--- src/rtl/scpr_pkg.sv ---
// Shared types and constants of the second-chance page replacer.
package scpr_pkg;

  localparam int MAX_FRAMES_DEF = 8;
  localparam int PAGE_BITS_DEF  = 16;
  localparam int CFG_W          = 4;
  localparam int FAULT_W        = 16;
  localparam logic [CFG_W-1:0] CFG_RESET = 4'd3;

  // Controller states
  typedef enum logic [2:0] {
    ST_IDLE,
    ST_LOOK,
    ST_ROT,
    ST_EVICT,
    ST_FIN
  } scpr_state_t;

  // Commands from controller to datapath
  typedef struct packed {
    logic start;
    logic look;
    logic take_hit;
    logic take_miss;
    logic take_fill;
    logic rot_step;
    logic rot_issue;
    logic evict;
    logic finish;
  } scpr_cmd_t;

  // Status from datapath to controller
  typedef struct packed {
    logic hit_found;
    logic scan_done;
    logic full;
    logic ref_at_h;
    logic out_free;
  } scpr_stat_t;

endpackage

--- src/rtl/scpr_ifs.sv ---
// Channel interfaces: page access input, result output, configuration write.
interface scpr_in_if #(
  parameter int PAGE_BITS = scpr_pkg::PAGE_BITS_DEF
);
  logic                 valid;
  logic                 ready;
  logic [PAGE_BITS-1:0] page;

  modport source (output valid, output page, input ready);
  modport sink   (input valid, input page, output ready);
endinterface

interface scpr_out_if #(
  parameter int PAGE_BITS = scpr_pkg::PAGE_BITS_DEF,
  parameter int SLOT_W    = 3,
  parameter int CNT_W     = 4
);
  logic                        valid;
  logic                        ready;
  logic                        hit;
  logic [SLOT_W-1:0]           frame_slot;
  logic                        evicted_valid;
  logic [PAGE_BITS-1:0]        evicted_page;
  logic [CNT_W-1:0]            chances_given;
  logic [scpr_pkg::FAULT_W-1:0] fault_total;

  modport source (output valid, output hit, output frame_slot, output evicted_valid,
                  output evicted_page, output chances_given, output fault_total,
                  input ready);
  modport sink   (input valid, input hit, input frame_slot, input evicted_valid,
                  input evicted_page, input chances_given, input fault_total,
                  output ready);
endinterface

interface scpr_cfg_if;
  logic                       valid;
  logic                       ready;
  logic [scpr_pkg::CFG_W-1:0] frames_in_use;

  modport source (output valid, output frames_in_use, input ready);
  modport sink   (input valid, input frames_in_use, output ready);
endinterface

--- src/rtl/scpr_ctrl.sv ---
// Controller state machine: sequences lookup, fill, rotation and result load.
module scpr_ctrl (
  input  logic                 clk,
  input  logic                 rst_n,
  input  logic                 in_valid,
  output logic                 in_ready,
  input  scpr_pkg::scpr_stat_t stat,
  output scpr_pkg::scpr_cmd_t  cmd
);

  scpr_pkg::scpr_state_t state_r;
  scpr_pkg::scpr_state_t state_nxt;

  // State register
  always_ff @(posedge clk) begin
    if (!rst_n) begin
      state_r <= scpr_pkg::ST_IDLE;
    end else begin
      state_r <= state_nxt;
    end
  end

  // Next state
  always_comb begin
    state_nxt = state_r;
    case (state_r)
      scpr_pkg::ST_IDLE: begin
        if (in_valid) state_nxt = scpr_pkg::ST_LOOK;
      end
      scpr_pkg::ST_LOOK: begin
        if (stat.hit_found) begin
          state_nxt = scpr_pkg::ST_FIN;
        end else if (stat.scan_done) begin
          state_nxt = stat.full ? scpr_pkg::ST_ROT : scpr_pkg::ST_FIN;
        end
      end
      scpr_pkg::ST_ROT: begin
        if (!stat.ref_at_h) state_nxt = scpr_pkg::ST_EVICT;
      end
      scpr_pkg::ST_EVICT: begin
        state_nxt = scpr_pkg::ST_FIN;
      end
      scpr_pkg::ST_FIN: begin
        if (stat.out_free) state_nxt = scpr_pkg::ST_IDLE;
      end
      default: begin
        state_nxt = scpr_pkg::ST_IDLE;
      end
    endcase
  end

  // Outputs
  always_comb begin
    cmd      = '0;
    in_ready = 1'b0;
    case (state_r)
      scpr_pkg::ST_IDLE: begin
        in_ready  = 1'b1;
        cmd.start = in_valid;
      end
      scpr_pkg::ST_LOOK: begin
        cmd.look = 1'b1;
        if (stat.hit_found) begin
          cmd.take_hit = 1'b1;
        end else if (stat.scan_done) begin
          cmd.take_miss = 1'b1;
          cmd.take_fill = !stat.full;
        end
      end
      scpr_pkg::ST_ROT: begin
        cmd.rot_step  = stat.ref_at_h;
        cmd.rot_issue = !stat.ref_at_h;
      end
      scpr_pkg::ST_EVICT: begin
        cmd.evict = 1'b1;
      end
      scpr_pkg::ST_FIN: begin
        cmd.finish = stat.out_free;
      end
      default: begin
        cmd = '0;
      end
    endcase
  end

endmodule

--- src/rtl/scpr_dp.sv ---
// Datapath: frame memory, reference flags, scan, rotation and result registers.
module scpr_dp #(
  parameter int MAX_FRAMES = scpr_pkg::MAX_FRAMES_DEF,
  parameter int PAGE_BITS  = scpr_pkg::PAGE_BITS_DEF,
  parameter int SLOT_W     = 3,
  parameter int CNT_W      = 4
) (
  input  logic                          clk,
  input  logic                          rst_n,
  input  scpr_pkg::scpr_cmd_t           cmd,
  output scpr_pkg::scpr_stat_t          stat,
  input  logic [PAGE_BITS-1:0]          in_page,
  input  logic                          cfg_we,
  input  logic [scpr_pkg::CFG_W-1:0]    cfg_data,
  input  logic                          out_ready,
  output logic                          out_valid,
  output logic                          out_hit,
  output logic [SLOT_W-1:0]             out_frame_slot,
  output logic                          out_evicted_valid,
  output logic [PAGE_BITS-1:0]          out_evicted_page,
  output logic [CNT_W-1:0]              out_chances_given,
  output logic [scpr_pkg::FAULT_W-1:0]  out_fault_total
);

  localparam int CMP_W = (CNT_W > scpr_pkg::CFG_W) ? CNT_W : scpr_pkg::CFG_W;

  logic [scpr_pkg::CFG_W-1:0]   frames_cfg_r;
  logic [CNT_W-1:0]             filled_r;
  logic [SLOT_W-1:0]            head_r;
  logic [scpr_pkg::FAULT_W-1:0] fault_r;
  logic [MAX_FRAMES-1:0]        ref_r;

  logic [PAGE_BITS-1:0]         mem [MAX_FRAMES];
  logic [PAGE_BITS-1:0]         rd_data_r;
  logic                         rd_valid_r;
  logic [SLOT_W-1:0]            rd_idx_r;
  logic [CNT_W-1:0]             issue_idx_r;

  logic [PAGE_BITS-1:0]         page_r;
  logic [SLOT_W-1:0]            h_r;
  logic [CNT_W-1:0]             chances_r;
  logic                         hit_r;
  logic [SLOT_W-1:0]            slot_r;
  logic                         ev_valid_r;
  logic [PAGE_BITS-1:0]         ev_page_r;

  logic                         out_valid_r;
  logic                         out_hit_r;
  logic [SLOT_W-1:0]            out_slot_r;
  logic                         out_ev_valid_r;
  logic [PAGE_BITS-1:0]         out_ev_page_r;
  logic [CNT_W-1:0]             out_chances_r;
  logic [scpr_pkg::FAULT_W-1:0] out_fault_r;

  logic [CMP_W-1:0]             cap_ext;
  logic [CMP_W-1:0]             filled_ext;
  logic                         issue_ok;
  logic                         hit_found;
  logic [SLOT_W-1:0]            rd_addr;
  logic [SLOT_W-1:0]            wr_addr;
  logic                         mem_we;
  logic [CNT_W-1:0]             h_inc;
  logic [SLOT_W-1:0]            h_nxt;

  // Clamp capacity to 1..MAX_FRAMES and test for full frames
  assign cap_ext    = (frames_cfg_r == '0) ? CMP_W'(1) : CMP_W'(frames_cfg_r);
  assign filled_ext = CMP_W'(filled_r);

  assign issue_ok  = issue_idx_r < filled_r;
  assign hit_found = rd_valid_r && (rd_data_r == page_r);

  // Advance the rotation pointer, wrapping over the filled slots
  assign h_inc = CNT_W'(h_r) + CNT_W'(1);
  assign h_nxt = (h_inc >= filled_r) ? '0 : h_inc[SLOT_W-1:0];

  assign stat.hit_found = hit_found;
  assign stat.scan_done = !issue_ok && !hit_found;
  assign stat.full      = (filled_r == CNT_W'(MAX_FRAMES)) || (filled_ext >= cap_ext);
  assign stat.ref_at_h  = ref_r[h_r];
  assign stat.out_free  = !out_valid_r || out_ready;

  assign rd_addr = cmd.rot_issue ? h_r : issue_idx_r[SLOT_W-1:0];
  assign wr_addr = cmd.take_fill ? filled_r[SLOT_W-1:0] : h_r;
  assign mem_we  = cmd.take_fill || cmd.evict;

  // Frame page memory: one write port, one registered read port
  always_ff @(posedge clk) begin
    if (mem_we) mem[wr_addr] <= page_r;
    rd_data_r <= mem[rd_addr];
    rd_idx_r  <= issue_idx_r[SLOT_W-1:0];
  end

  // Configuration register
  always_ff @(posedge clk) begin
    if (!rst_n) begin
      frames_cfg_r <= scpr_pkg::CFG_RESET;
    end else if (cfg_we) begin
      frames_cfg_r <= cfg_data;
    end
  end

  // Lookup scan: issue one read a cycle, compare the one before
  always_ff @(posedge clk) begin
    if (!rst_n) begin
      rd_valid_r  <= 1'b0;
      issue_idx_r <= '0;
    end else if (cmd.start) begin
      rd_valid_r  <= 1'b0;
      issue_idx_r <= '0;
    end else begin
      rd_valid_r <= cmd.look && issue_ok;
      if (cmd.look && issue_ok) issue_idx_r <= issue_idx_r + CNT_W'(1);
    end
  end

  // Reference flags: set on hit, clear on fill and on each chance given
  always_ff @(posedge clk) begin
    if (!rst_n) begin
      ref_r <= '0;
    end else begin
      if (cmd.take_hit)  ref_r[rd_idx_r] <= 1'b1;
      if (cmd.take_fill) ref_r[filled_r[SLOT_W-1:0]] <= 1'b0;
      if (cmd.rot_step)  ref_r[h_r] <= 1'b0;
    end
  end

  // Residency state: fill count, head pointer, fault counter
  always_ff @(posedge clk) begin
    if (!rst_n) begin
      filled_r <= '0;
      head_r   <= '0;
      fault_r  <= '0;
    end else begin
      if (cmd.take_miss && (fault_r != '1)) fault_r <= fault_r + scpr_pkg::FAULT_W'(1);
      if (cmd.take_fill) filled_r <= filled_r + CNT_W'(1);
      if (cmd.evict)     head_r   <= h_nxt;
    end
  end

  // Per-access working registers
  always_ff @(posedge clk) begin
    if (cmd.start) begin
      page_r     <= in_page;
      hit_r      <= 1'b0;
      ev_valid_r <= 1'b0;
      ev_page_r  <= '0;
      chances_r  <= '0;
    end
    if (cmd.take_hit) begin
      hit_r  <= 1'b1;
      slot_r <= rd_idx_r;
    end
    if (cmd.take_fill) slot_r <= filled_r[SLOT_W-1:0];
    if (cmd.take_miss) h_r <= head_r;
    if (cmd.rot_step) begin
      h_r       <= h_nxt;
      chances_r <= chances_r + CNT_W'(1);
    end
    if (cmd.evict) begin
      slot_r     <= h_r;
      ev_valid_r <= 1'b1;
      ev_page_r  <= rd_data_r;
    end
  end

  // Output register: hold the result until the sink takes it
  always_ff @(posedge clk) begin
    if (!rst_n) begin
      out_valid_r <= 1'b0;
    end else if (cmd.finish) begin
      out_valid_r <= 1'b1;
    end else if (out_ready) begin
      out_valid_r <= 1'b0;
    end
  end

  always_ff @(posedge clk) begin
    if (cmd.finish) begin
      out_hit_r      <= hit_r;
      out_slot_r     <= slot_r;
      out_ev_valid_r <= ev_valid_r;
      out_ev_page_r  <= ev_page_r;
      out_chances_r  <= chances_r;
      out_fault_r    <= fault_r;
    end
  end

  assign out_valid         = out_valid_r;
  assign out_hit           = out_hit_r;
  assign out_frame_slot    = out_slot_r;
  assign out_evicted_valid = out_ev_valid_r;
  assign out_evicted_page  = out_ev_page_r;
  assign out_chances_given = out_chances_r;
  assign out_fault_total   = out_fault_r;

endmodule

--- src/rtl/second_chance_page_replacer.sv ---
// Top level of the second-chance page replacer: controller plus datapath.
// Second-chance (clock) page replacement, one page access at a time. Each access first
// scans the resident frames in order through a one-read-per-cycle frame memory. A hit
// ends the scan at the matching slot; a miss with free capacity fills the next slot; a
// miss with all frames full rotates from the head, clearing one set reference bit per
// cycle, and evicts the first frame whose bit is clear. The next access is taken as soon
// as the previous result is loaded into the output register, even while that result
// still waits for the sink; a result that is ready while the previous one is still held
// there waits until the sink takes it. frames_in_use is written over the cfg channel,
// which is always ready; 0 behaves as 1 and values above MAX_FRAMES behave as MAX_FRAMES.
// Lowering it never discards resident pages. No clearing pass runs after reset.
module second_chance_page_replacer #(
  parameter int MAX_FRAMES = scpr_pkg::MAX_FRAMES_DEF,
  parameter int PAGE_BITS  = scpr_pkg::PAGE_BITS_DEF
) (
  input  logic       clk,
  input  logic       rst_n,
  scpr_in_if.sink    in_if,
  scpr_out_if.source out_if,
  scpr_cfg_if.sink   cfg_if
);

  localparam int SLOT_W = (MAX_FRAMES > 1) ? $clog2(MAX_FRAMES) : 1;
  localparam int CNT_W  = $clog2(MAX_FRAMES + 1);

  scpr_pkg::scpr_cmd_t  cmd;
  scpr_pkg::scpr_stat_t stat;
  logic                 in_ready;

  // Configuration writes are always taken
  assign cfg_if.ready = 1'b1;
  assign in_if.ready  = in_ready;

  scpr_ctrl u_ctrl (
    .clk      (clk),
    .rst_n    (rst_n),
    .in_valid (in_if.valid),
    .in_ready (in_ready),
    .stat     (stat),
    .cmd      (cmd)
  );

  scpr_dp #(
    .MAX_FRAMES (MAX_FRAMES),
    .PAGE_BITS  (PAGE_BITS),
    .SLOT_W     (SLOT_W),
    .CNT_W      (CNT_W)
  ) u_dp (
    .clk               (clk),
    .rst_n             (rst_n),
    .cmd               (cmd),
    .stat              (stat),
    .in_page           (in_if.page),
    .cfg_we            (cfg_if.valid),
    .cfg_data          (cfg_if.frames_in_use),
    .out_ready         (out_if.ready),
    .out_valid         (out_if.valid),
    .out_hit           (out_if.hit),
    .out_frame_slot    (out_if.frame_slot),
    .out_evicted_valid (out_if.evicted_valid),
    .out_evicted_page  (out_if.evicted_page),
    .out_chances_given (out_if.chances_given),
    .out_fault_total   (out_if.fault_total)
  );

endmodule

--- src/flat_wrapper.sv ---
// flat-port wrapper written by rule: the top's interface ports become plain ports
module second_chance_page_replacer_flat 
#(
  parameter int MAX_FRAMES = scpr_pkg::MAX_FRAMES_DEF,
  parameter int PAGE_BITS  = scpr_pkg::PAGE_BITS_DEF
)
  (clk, rst_n, in_if_valid, in_if_page, in_if_ready, out_if_valid, out_if_hit, out_if_frame_slot, out_if_evicted_valid, out_if_evicted_page, out_if_chances_given, out_if_fault_total, out_if_ready, cfg_if_valid, cfg_if_frames_in_use, cfg_if_ready);
  scpr_in_if #(.PAGE_BITS(PAGE_BITS)) in_if_i ();
  scpr_out_if #(.PAGE_BITS(PAGE_BITS)) out_if_i ();
  scpr_cfg_if cfg_if_i ();
  input  logic clk;
  input  logic rst_n;
  input wire logic [$bits(in_if_i.valid)-1:0] in_if_valid;
  input wire logic [$bits(in_if_i.page)-1:0] in_if_page;
  output wire logic [$bits(in_if_i.ready)-1:0] in_if_ready;
  output wire logic [$bits(out_if_i.valid)-1:0] out_if_valid;
  output wire logic [$bits(out_if_i.hit)-1:0] out_if_hit;
  output wire logic [$bits(out_if_i.frame_slot)-1:0] out_if_frame_slot;
  output wire logic [$bits(out_if_i.evicted_valid)-1:0] out_if_evicted_valid;
  output wire logic [$bits(out_if_i.evicted_page)-1:0] out_if_evicted_page;
  output wire logic [$bits(out_if_i.chances_given)-1:0] out_if_chances_given;
  output wire logic [$bits(out_if_i.fault_total)-1:0] out_if_fault_total;
  input wire logic [$bits(out_if_i.ready)-1:0] out_if_ready;
  input wire logic [$bits(cfg_if_i.valid)-1:0] cfg_if_valid;
  input wire logic [$bits(cfg_if_i.frames_in_use)-1:0] cfg_if_frames_in_use;
  output wire logic [$bits(cfg_if_i.ready)-1:0] cfg_if_ready;
  assign in_if_i.valid = in_if_valid;
  assign in_if_i.page = in_if_page;
  assign in_if_ready = in_if_i.ready;
  assign out_if_valid = out_if_i.valid;
  assign out_if_hit = out_if_i.hit;
  assign out_if_frame_slot = out_if_i.frame_slot;
  assign out_if_evicted_valid = out_if_i.evicted_valid;
  assign out_if_evicted_page = out_if_i.evicted_page;
  assign out_if_chances_given = out_if_i.chances_given;
  assign out_if_fault_total = out_if_i.fault_total;
  assign out_if_i.ready = out_if_ready;
  assign cfg_if_i.valid = cfg_if_valid;
  assign cfg_if_i.frames_in_use = cfg_if_frames_in_use;
  assign cfg_if_ready = cfg_if_i.ready;
  second_chance_page_replacer #(.MAX_FRAMES(MAX_FRAMES), .PAGE_BITS(PAGE_BITS)) u_core (.clk(clk), .rst_n(rst_n), .in_if(in_if_i), .out_if(out_if_i), .cfg_if(cfg_if_i));
endmodule
--- config.mk ---
export PLATFORM = sky130hd
export DESIGN_NAME = second_chance_page_replacer_flat
export DESIGN_NICKNAME = d
export VERILOG_FILES = /design/src/rtl/scpr_pkg.sv /design/src/rtl/scpr_ifs.sv /design/src/rtl/scpr_ctrl.sv /design/src/rtl/scpr_dp.sv /design/src/rtl/second_chance_page_replacer.sv /design/src/flat_wrapper.sv
export SDC_FILE = /design/constraint.sdc
export NUM_CORES = 1
export LEC_CHECK = 0
export ABC_AREA = 1
export ABC_CLOCK_PERIOD_IN_PS = 6160
export BUFFER_PORTS_ARGS = -buffer_cell sky130_fd_sc_hd__buf_4
export CORE_MARGIN = 4
export CORE_UTILIZATION = 40
export DETAILED_ROUTE_END_ITERATION = 12
export REMOVE_ABC_BUFFERS = 1
export SYNTH_ARGS = -nofsm -noshare
export SYNTH_HDL_FRONTEND = slang
export SYNTH_SLANG_ARGS = --single-unit
--- constraint.sdc ---
create_clock -name clk -period 6.16 [get_ports clk]
set_input_delay 0.616 -clock clk [delete_from_list [all_inputs] [get_ports clk]]
set_output_delay 0.616 -clock clk [all_outputs]
set_load 0.05 [all_outputs]
==> results of run 1 <==
[power breakdown]
| part | switching, mW | total, mW | internal (mW) |
|---|---|---|---|
| logic | 1.27 | 1.75 | 0.484 |
| registers | 0.212 | 2.68 | 2.47 |
| clock network | 0.690 | 1.67 | 0.984 |
[logic make-up (layout without fill, tap and decap cells)]
group                      count (synthesis)  count (layout)
buffers and inverters                    238             331
xor gates and xnor gates                  24              24
DFF                                      276             276
adders and majority gates                 17              17
other                                      1               1
AOI/OAI and AO/OA                         68              68
and+or+nand+nor                          588             588
[cells in the mapped netlist (3+ instances only)]
library cell,n
nor2_2,3
nand3b_1,17
inv_2,8
o21ai_2,3
a21oi_1,31
inv_1,185
buf_4,6
o21bai_1,4
o21ai_0,18
nor2_1,89
nand4_1,16
o21ai_1,5
buf_6,3
dfxtp_1,65
nand3_1,174
clkbuf_1,13
buf_2,22
nand2_1,266
ha_1,17
edfxtp_1,211
xnor2_1,9
nand2_2,4
nor3_1,7
xor2_1,15
[worst max-delay path: stages (launching register included)]
cell and delay, ns:
edfxtp_1 0.70, inv_2 0.23, nand4_1 0.14, nand2_1 0.11, nor2_4 0.20, nand3_4 0.17, nand2_2 0.83, nand2_1 0.46
buf_4 0.40, nand2_1 0.11, nand3_1 0.10, nand2_1 0.09, nand2_1 0.05, nand2_1 0.08
[layout by cell type (no fill, tap or decap), types with 2 or more instances in the layout]
| cell type | n |
|---|---|
| o211ai_1 | 2 |
| nor2_2 | 3 |
| edfxtp_1 | 211 |
| o21bai_1 | 4 |
| a21oi_1 | 31 |
| nand4_1 | 16 |
| nor2_1 | 89 |
| nor3_1 | 7 |
| nand3_1 | 174 |
| nand2_2 | 4 |
| nand2_1 | 266 |
| inv_1 | 185 |
| xor2_1 | 15 |
| clkinv_1 | 6 |
| xnor2_1 | 9 |
| o21ai_0 | 18 |
| nor3b_1 | 2 |
| clkbuf_8 | 2 |
| nand3b_1 | 17 |
| buf_4 | 82 |
| dfxtp_1 | 65 |
| inv_2 | 8 |
| clkbuf_16 | 31 |
| ha_1 | 17 |
| o21ai_2 | 2 |
| clkbuf_1 | 11 |
| o21ai_1 | 5 |
| nand4_2 | 2 |
| or2_2 | 2 |
| clkinv_2 | 4 |
[worst max path at each step]
stage                                                 startpoint                                    endpoint  cells after the start  slack (ns)
after detailed placement            u_core.u_dp.h_r[0]$_DFFE_PP_           u_core.u_dp.rd_data_r[14]$_DFF_P_                     13        2.44
after global placement              u_core.u_dp.h_r[0]$_DFFE_PP_            u_core.u_dp.rd_data_r[0]$_DFF_P_                     13        2.38
after global routing      u_core.u_dp.filled_ext[1]$_SDFFE_PN0N_             u_core.u_dp.mem[0][1]$_DFFE_PP_                     13        2.05
after CTS                           u_core.u_dp.h_r[0]$_DFFE_PP_           u_core.u_dp.rd_data_r[14]$_DFF_P_                     13        2.43
after floorplan                                     out_if_ready  u_core.u_dp.out_chances_given[0]$_DFFE_PP_                      2        1.05
final                               u_core.u_dp.h_r[0]$_DFFE_PP_           u_core.u_dp.rd_data_r[14]$_DFF_P_                     13        2.39
[through the flow]
stage               instances  hold WS, ns
global route             1695        0.227
global placement         1639        0.401
CTS                      1695        0.228
finish                   1695        0.253
floorplan                1167        0.368
detailed placement       1639        0.401
[layout make-up]
class,instances,area [um2]
inverters,193,724
multi-input cells,698,3450
well taps,390,488
clock buffers,44,845
repair buffers,82,616
clock inverters,12,80.1
flip-flops and latches,276,7640
fillers,2810,15800
[routing by layer]
| metal | vias to the layer above | part of all wire (%) | global-route usage, % |
|---|---|---|---|
| met2 | 240 | 49 | 28.2 |
| met1 | 3997 | 44 | 21.8 |
| li1 | 4137 | - | - |
| met3 | 38 | 5.9 | 2.60 |
| met4 | 0 | 1.9 | 4.23 |
| met5 | - | 0 | 0 |
[flip-flops by register name (all words and copies together), names as in the netlist, 4 cells and up]
| signal | cells |
|---|---|
| u_core.u_dp.chances_r | 4 |
| u_core.u_dp.ev_page_r | 16 |
| u_core.u_dp.fault_r | 16 |
| u_core.u_dp.filled_ext | 4 |
| u_core.u_dp.frames_cfg_r | 4 |
| u_core.u_dp.issue_idx_r | 4 |
| u_core.u_dp.mem | 128 |
| u_core.u_dp.out_chances_given | 4 |
| u_core.u_dp.out_evicted_page | 16 |
| u_core.u_dp.out_fault_total | 16 |
| u_core.u_dp.page_r | 16 |
| u_core.u_dp.rd_data_r | 16 |
| u_core.u_dp.ref_r | 8 |
==> reports/results.ini, run 1 <==
[logic_synthesis]
synth_top_area_cell = edfxtp_1
synth_compound_area_share_pct = 3.16
synth_seq_cells = 276
yosysUniqueCellTypes = 40
synthArstFlopShare_pct = 0
syn_inst = 1212
synthXorXnorAreaFrac_pct = 1.75
synth_simple_gate_area_share_pct = 21.8
synth_edf_count = 211
synth_top_family_by_area = simple AND/OR/NAND/NOR gates
ys_warn_count = 0
synth_flop_cell = edfxtp_1
synthTopCellsByArea = edfxtp_1, dfxtp_1, nand2_1, nand3_1, inv_1
synth.area.mux_share_pct = 0
syn_avg_cell_area_um2 = 9.93
synth_top_area_share_pct = 52.6
netlist_area_mm2 = 0.0120
ys_seq_area_share_pct = 63.5
yosys.area_share.adder_pct = 1.77

[cts]
cts_hold_buf = 0
ctsHtreeMaxLevel = 1
clk_path_buf_depth = 3
cts_resized = 0
cts_setup_buffers = 0
cts_buffers = 30
clk_latency_ns = 0.54
root_buffer = clkbuf_16
clkSinkCount = 276
cts_tree = built
clkTransAtPathRegs_ns = 0.06

[sta]
rsz0062_at_grt = false
tightest_slew_ns = 1.17
finalCritPeriodShare_pct = 61.2
slew_headroom_pct = 21.9
skew_ns = 0.00737
setup_violations = 0
tns_ns = 0
fmax_ghz = 0.265
setup_ws_ns = 2.39
finalMaxSlewViolations = 0
period_needed_ns = 3.77
hold_viol = 0

[worst_setup_path]
required_ns = 6.65
r2r-start = u_core.u_dp.h_r[0]$_DFFE_PP_
startpoint_type = register
reg2reg_slack_ns = 2.39
r2r-end = u_core.u_dp.rd_data_r[14]$_DFF_P_
setup.worst_path.class = reg2reg
critPathMaxFanout = 49
rr_worst_depth = 13
cp.arrival_ns = 4.25
critPathCaptureType = register

[worst_hold_path]
holdPathStages = 1
hp-class = in2reg
holdPathEnd = u_core.u_dp.page_r[14]$_DFFE_PP_
min_from = in_if_page[14]

[layout]
fin_area_mm2 = 0.0138
drive_gt1_share_pct = 11.5
final_util_pct = 46.7
final_nets = 1323
syn_to_final_growth_pct = 15.0
diodes = 0

[place]
portBuffers = 67
post-dp-hpwl_mm = 17.0
place_area_mm2 = 0.0129
gp_congestion = 0.847
place_ws_ns = 2.44

[route]
ant_nets = 0
drt_iter0_drc = 601
drc = 0
routedWlPerCell_um = 16.4
drt-total-wl_mm = 27.9
dr.pass1.iters = 4
viasPerCell = 4.96
routed-via-count = 8412

[global_route]
grt_pass1_vias = 7997
overflow = 0
grt_pass1_wl_mm = 43.5
antenna_found_initial = 0
grt_max_degree = 50
track_usage_pct = 16.4

[job]
cap_viol_max_count = 0

[floorplanning]
num_rows = 63
die_x_um = 181
core_mm2 = 0.0296
die_h_um = 181
dieArea_mm2 = 0.0329
initial_core_util_pct = 40.6
ioPinCount = 69

[power]
power_density_mw_per_mm2 = 442
ir_drop_v = 0.000229
leakagePower_nw = 5.80
power_mw = 6.11

[outcome]
outcome = finished clean

No activity file was read; power rests on OpenSTA's default activity.
==> run 2: changes to the inputs <==
--- a/config.mk
+++ b/config.mk
@@ -6,7 +6,7 @@
 export NUM_CORES = 1
 export LEC_CHECK = 0
 export ABC_AREA = 1
-export ABC_CLOCK_PERIOD_IN_PS = 6160
+export ABC_CLOCK_PERIOD_IN_PS = 3400
 export BUFFER_PORTS_ARGS = -buffer_cell sky130_fd_sc_hd__buf_4
 export CORE_MARGIN = 4
 export CORE_UTILIZATION = 40
==> constraint.sdc (replaced) <==
create_clock -name clk -period 3.4 [get_ports clk]
set_input_delay 0.34 -clock clk [delete_from_list [all_inputs] [get_ports clk]]
set_output_delay 0.34 -clock clk [all_outputs]
set_load 0.05 [all_outputs]
==> run 2 against run 1 <==
Compared with the run above: clock power up 86%; combinational power up 87%; die area unchanged; register-to-register slack worse by 1.9 ns; sequential share of layout area down 1.1 points; first-iteration DRC count up 4.5%; total power up 84%; core utilization up 0.98 points; cell count up 1.8%; maximum frequency up 29%; hold slack worse by 0.22 ns; clock-buffer cell count down 6; critical path type unchanged; largest cell class unchanged.
==> reports/results.ini, run 2 (synthesized netlist as in run 1, its figures left out) <==
[sta]
fmax_ghz = 0.341
setup_violations = 0
skew_ns = 0.0132
slew_headroom_pct = 39.5
rsz0062_at_grt = false
hold_viol = 0
finalMaxSlewViolations = 0
finalCritPeriodShare_pct = 86.2
tightest_slew_ns = 0.907
period_needed_ns = 2.93

[cts]
clkSinkCount = 276
cts_tree = built
cts_buffers = 29
clk_path_buf_depth = 3
root_buffer = clkbuf_16
clkTransAtPathRegs_ns = 0.06
cts_hold_buf = 17
ctsHtreeMaxLevel = 1
cts_setup_buffers = 0
clk_latency_ns = 0.55
cts_resized = 0

[worst_setup_path]
critPathMaxFanout = 10
r2r-start = u_core.u_dp.page_r[3]$_DFFE_PP_
reg2reg_slack_ns = 0.47
setup.worst_path.class = reg2reg
startpoint_type = register
rr_worst_depth = 13
r2r-end = u_core.u_dp.mem[0][0]$_DFFE_PP_
required_ns = 3.64
cp.arrival_ns = 3.17
critPathCaptureType = register

[outcome]
outcome = finished clean

[worst_hold_path]
hp-class = in2reg
holdPathEnd = u_core.u_dp.frames_cfg_r[1]$_SDFFE_PN1P_
min_from = cfg_if_valid
holdPathStages = 2

[global_route]
overflow = 0
grt_max_degree = 49
grt_pass1_wl_mm = 44.4
track_usage_pct = 16.8
antenna_found_initial = 0
grt_pass1_vias = 8277

[layout]
drive_gt1_share_pct = 12.8
top_register = u_core.u_dp.mem
largest_reg_flops = 128
final_util_pct = 47.7
syn_to_final_growth_pct = 17.4
layout_common_cells = nand2_1, edfxtp_1, inv_1
diodes = 0
final_nets = 1355
final_common_cell = nand2_1

[job]
cap_viol_max_count = 0

[route]
routed-via-count = 8438
viasPerCell = 4.89
drt_iter0_drc = 628
dr.pass1.iters = 5
routedWlPerCell_um = 16.1
ant_nets = 0
drt-total-wl_mm = 27.8
drc = 0

[place]
portBuffers = 67
post-dp-hpwl_mm = 17.6
gp_congestion = 0.880

[floorplanning]
num_rows = 63
dieArea_mm2 = 0.0329
ioPinCount = 69
initial_core_util_pct = 40.6
die_h_um = 181
core_mm2 = 0.0296
die_x_um = 181

[power]
power_density_mw_per_mm2 = 795
ir_drop_v = 0.000449
power_mw = 11.2
leakagePower_nw = 5.96

-- run 2: changes by cell type in the layout (fill, tap and decap cells not counted), sizes merged --
| cell | previous run | this run |
|---|---|---|
| dlygate4sd3 | 0 | 17 |
| buf | 82 | 98 |
| clkbuf | 44 | 38 |
| bufinv | 1 | 3 |
| inv | 193 | 195 |
| clkinv | 10 | 11 |
| clkinvlp | 1 | 0 |
-- run 2: worst max-delay path by stage --
| stage | endpoint | cells past startpoint | slack (ns) | from |
|---|---|---|---|---|
| 2_1_floorplan | u_core.u_dp.out_chances_given[0]$_DFFE_PP_ | 3 | -1.67 | u_core.u_dp.out_valid$_SDFFE_PN0P_ |
| 3_3_place_gp | u_core.u_dp.mem[1][12]$_DFFE_PP_ | 13 | 0.58 | u_core.u_dp.page_r[3]$_DFFE_PP_ |
| 3_5_place_dp | u_core.u_dp.mem[1][12]$_DFFE_PP_ | 13 | 0.50 | u_core.u_dp.filled_ext[1]$_SDFFE_PN0N_ |
| 4_1_cts | u_core.u_dp.mem[0][0]$_DFFE_PP_ | 13 | 0.48 | u_core.u_dp.page_r[3]$_DFFE_PP_ |
| 5_1_grt | u_core.u_dp.mem[0][11]$_DFFE_PP_ | 13 | 0.17 | u_core.u_dp.filled_ext[1]$_SDFFE_PN0N_ |
| 6_report | u_core.u_dp.mem[0][0]$_DFFE_PP_ | 13 | 0.47 | u_core.u_dp.page_r[3]$_DFFE_PP_ |
-- run 2: cell type report --
class | instances | area, um2
Fill cell | 2765 | 15500
Sequential cell | 276 | 7640
Multi-Input combinational cell | 698 | 3440
Timing Repair Buffer | 115 | 906
Clock buffer | 38 | 769
Inverter | 193 | 724
Tap cell | 390 | 488
Clock inverter | 16 | 164
-- run 2: where the power goes --
part           leakage [nW]  switching [mW]  internal [mW]  total (mW)
combinational          3.03            2.32          0.957        3.28
sequential             2.47           0.369           4.47        4.84
clock                 0.464            1.28           1.82        3.10
total                  5.96            3.97           7.25        11.2
-- run 2: layer usage --
metal / routed length (um) / track usage, % / share of wire, %
met1: 11900 / 21.8 / 43
met2: 13600 / 29.2 / 49
met3: 1650 / 2.58 / 5.9
met5: 0 / 0 / 0
met4: 663 / 4.71 / 2.4
-- run 2: through the flow --
stage                     worst slack [ns]  area [um2]  setup TNS (ns)  instances  hold slack (ns)
final                                0.470       14100               0       1726           0.0344
after global placement               0.576       13000               0       1655            0.400
after floorplan                      -1.67       11800          -68.40       1167            0.368
after global routing                 0.173       14100               0       1726           0.0431
after CTS                            0.479       14100               0       1726           0.0110
after detailed placement             0.500       13000               0       1655            0.400
-- run 2: worst max-delay path, stage by stage (launching register included) --
cell and delay [ns]:
edfxtp_1 0.50, inv_1 0.11, nor2_1 0.05, nor3_1 0.24, nand2_1 0.07, nor2_1 0.23
nand3_2 0.27, nand3_1 0.27, buf_4 0.21, nand2_1 0.06, nand2_1 0.08, nand2_1 0.08
nor2_1 0.16, buf_4 0.27
==> run 3: changes to the inputs <==
--- a/config.mk
+++ b/config.mk
@@ -8,9 +8,10 @@
 export ABC_AREA = 1
 export ABC_CLOCK_PERIOD_IN_PS = 3400
 export BUFFER_PORTS_ARGS = -buffer_cell sky130_fd_sc_hd__buf_4
-export CORE_MARGIN = 4
+export CORE_MARGIN = 8
 export CORE_UTILIZATION = 40
 export DETAILED_ROUTE_END_ITERATION = 12
+export PLACE_DENSITY_LB_ADDON = 0.08
 export REMOVE_ABC_BUFFERS = 1
 export SYNTH_ARGS = -nofsm -noshare
 export SYNTH_HDL_FRONTEND = slang
==> run 3 against run 2 <==
Compared with the run above: total power up 4.3%; clock power is 17% higher; hold slack improved by 0.034 ns; flip-flop and latch count unchanged; maximum frequency is 1.4% lower; clock skew shrank 0.0040 ns; worst setup slack lost 0.042 ns; core utilization rose by 0.59 points; cell count about the same; largest power group unchanged.
==> reports/results.ini, run 3 (synthesized netlist as in run 1, its figures left out) <==
[route]
drt_iter0_drc = 530
routed-via-count = 8214
drt-total-wl_mm = 28.6
drc = 0
ant_nets = 0
routedWlPerCell_um = 16.6
viasPerCell = 4.76
dr.pass1.iters = 4

[place]
post-dp-hpwl_mm = 17.9
place_area_mm2 = 0.0130
portBuffers = 67
gp_congestion = 0.830

[global_route]
grt_pass1_vias = 7853
overflow = 0
grt_max_degree = 49
track_usage_pct = 15.9
grt_pass1_wl_mm = 45.0
antenna_found_initial = 0

[worst_setup_path]
critPathCaptureType = register
startpoint_type = register
required_ns = 3.64
cp.arrival_ns = 3.21
critPathMaxFanout = 16
setup.worst_path.class = reg2reg

[sta]
tns_ns = 0
hold_viol = 0
rsz0062_at_grt = false
finalCritPeriodShare_pct = 87.4
period_needed_ns = 2.97
slew_headroom_pct = 42.4
setup_violations = 0
tightest_slew_ns = 0.864
skew_ns = 0.00919
finalMaxSlewViolations = 0
fmax_ghz = 0.336

[floorplanning]
die_x_um = 189
core_mm2 = 0.0296
num_rows = 63
die_h_um = 189
ioPinCount = 69
initial_core_util_pct = 40.6
dieArea_mm2 = 0.0359

[layout]
syn_to_final_growth_pct = 18.8
largest_reg_flops = 128
diodes = 0
nFillCells = 2797
final_util_pct = 48.3
top_register = u_core.u_dp.mem
drive_gt1_share_pct = 12.9
final_common_cell = nand2_1
fin_area_mm2 = 0.0143
final_nets = 1354
layout_common_cells = nand2_1, edfxtp_1, inv_1

[cts]
cts_buffers = 31
cts_tree = built
root_buffer = clkbuf_16
cts_hold_buf = 20
clk_latency_ns = 0.57
cts_resized = 0
ctsHtreeMaxLevel = 1
clk_path_buf_depth = 3
cts_setup_buffers = 0
clkSinkCount = 276
clkTransAtPathRegs_ns = 0.06

[power]
ir_drop_v = 0.000503
power_mw = 11.7
pwr-share-clk_pct = 30.9
leakagePower_nw = 6.02
pwr-share-seq_pct = 41.3
switching_share_pct = 34.5
p_sw_mw = 4.04
p_int_mw = 7.67
power_density_mw_per_mm2 = 819
combPwrFrac_pct = 27.8

[job]
cap_viol_max_count = 0

[outcome]
outcome = finished clean

[worst_hold_path]
hp-class = in2reg

-- run 3: cell count changes in the layout (fill, tap and decap cells not counted), sizes merged --
cell	previous run	this run
clkbuf	38	40
bufinv	3	7
inv	195	194
buf	98	92
clkinv	11	8
dlygate4sd3	17	20
clkinvlp	0	2
-- run 3: power groups by stage --
stage	clock network (mW)	logic (mW)	registers, mW
6_report	3.62	3.25	4.84
5_1_grt	3.83	3.64	4.92
4_1_cts	3.70	3.31	4.85
3_5_place_dp	0	3.27	4.92
3_3_place_gp	0	3.27	4.91
2_1_floorplan	0	1.89	5.08
-- run 3: layout make-up --
type	instances	area [um2]	area share [%]
clock inverter	18	287	2.00
inverter	193	724	5.06
tap	390	488	3.41
multi-input combinational	698	3450	24.1
sequential	276	7640	53.4
timing repair buffer	112	891	6.23
clock buffer	40	830	5.80
-- run 3: layer usage --
metal / vias up / routed length (um) / track usage [%] / share of wire [%]
li1: 4185 / - / - / -
met1: 3835 / 13500 / 21.8 / 47
met2: 151 / 13300 / 25.8 / 47
met3: 43 / 1260 / 2.61 / 4.4
met4: 0 / 512 / 3.85 / 1.8
met5: - / 0 / 0 / 0
-- run 3: worst paths after layout --
path / start / endpoint / slack (ns) / cells after the start
worst max-delay path: u_core.u_dp.filled_ext[1]$_SDFFE_PN0N_ / u_core.u_dp.mem[3][3]$_DFFE_PP_ / 0.43 / 13
worst min-delay path: cfg_if_frames_in_use[3] / u_core.u_dp.frames_cfg_r[3]$_SDFFE_PN0P_ / 0.07 / 3
worst max register to register: u_core.u_dp.filled_ext[1]$_SDFFE_PN0N_ / u_core.u_dp.mem[3][3]$_DFFE_PP_ / 0.43 / 13
worst min register to register: u_core.u_dp.issue_idx_r[2]$_SDFFE_PP0P_ / u_core.u_dp.rd_idx_r[2]$_DFF_P_ / 0.40 / 0
-- run 3: through the flow --
stage	cells	setup WS, ns	hold slack (ns)
3_3_place_gp	1649	0.525	0.385
2_1_floorplan	1167	-1.67	0.368
3_5_place_dp	1649	0.426	0.397
5_1_grt	1727	0.159	0.0661
4_1_cts	1727	0.414	0.0524
6_report	1727	0.428	0.0685
-- run 3: worst max-delay path, stage by stage (launching register included) --
cell and delay, ns:
dfxtp_1 0.47, inv_1 0.20, ha_1 0.30, o21ai_0 0.07, nand2_1 0.07, nand3_1 0.06
nand2_1 0.08, inv_1 0.05, nor2_2 0.23, nand3_1 0.28, nand2_1 0.19, nand3_1 0.18
nor2_2 0.15, buf_4 0.31
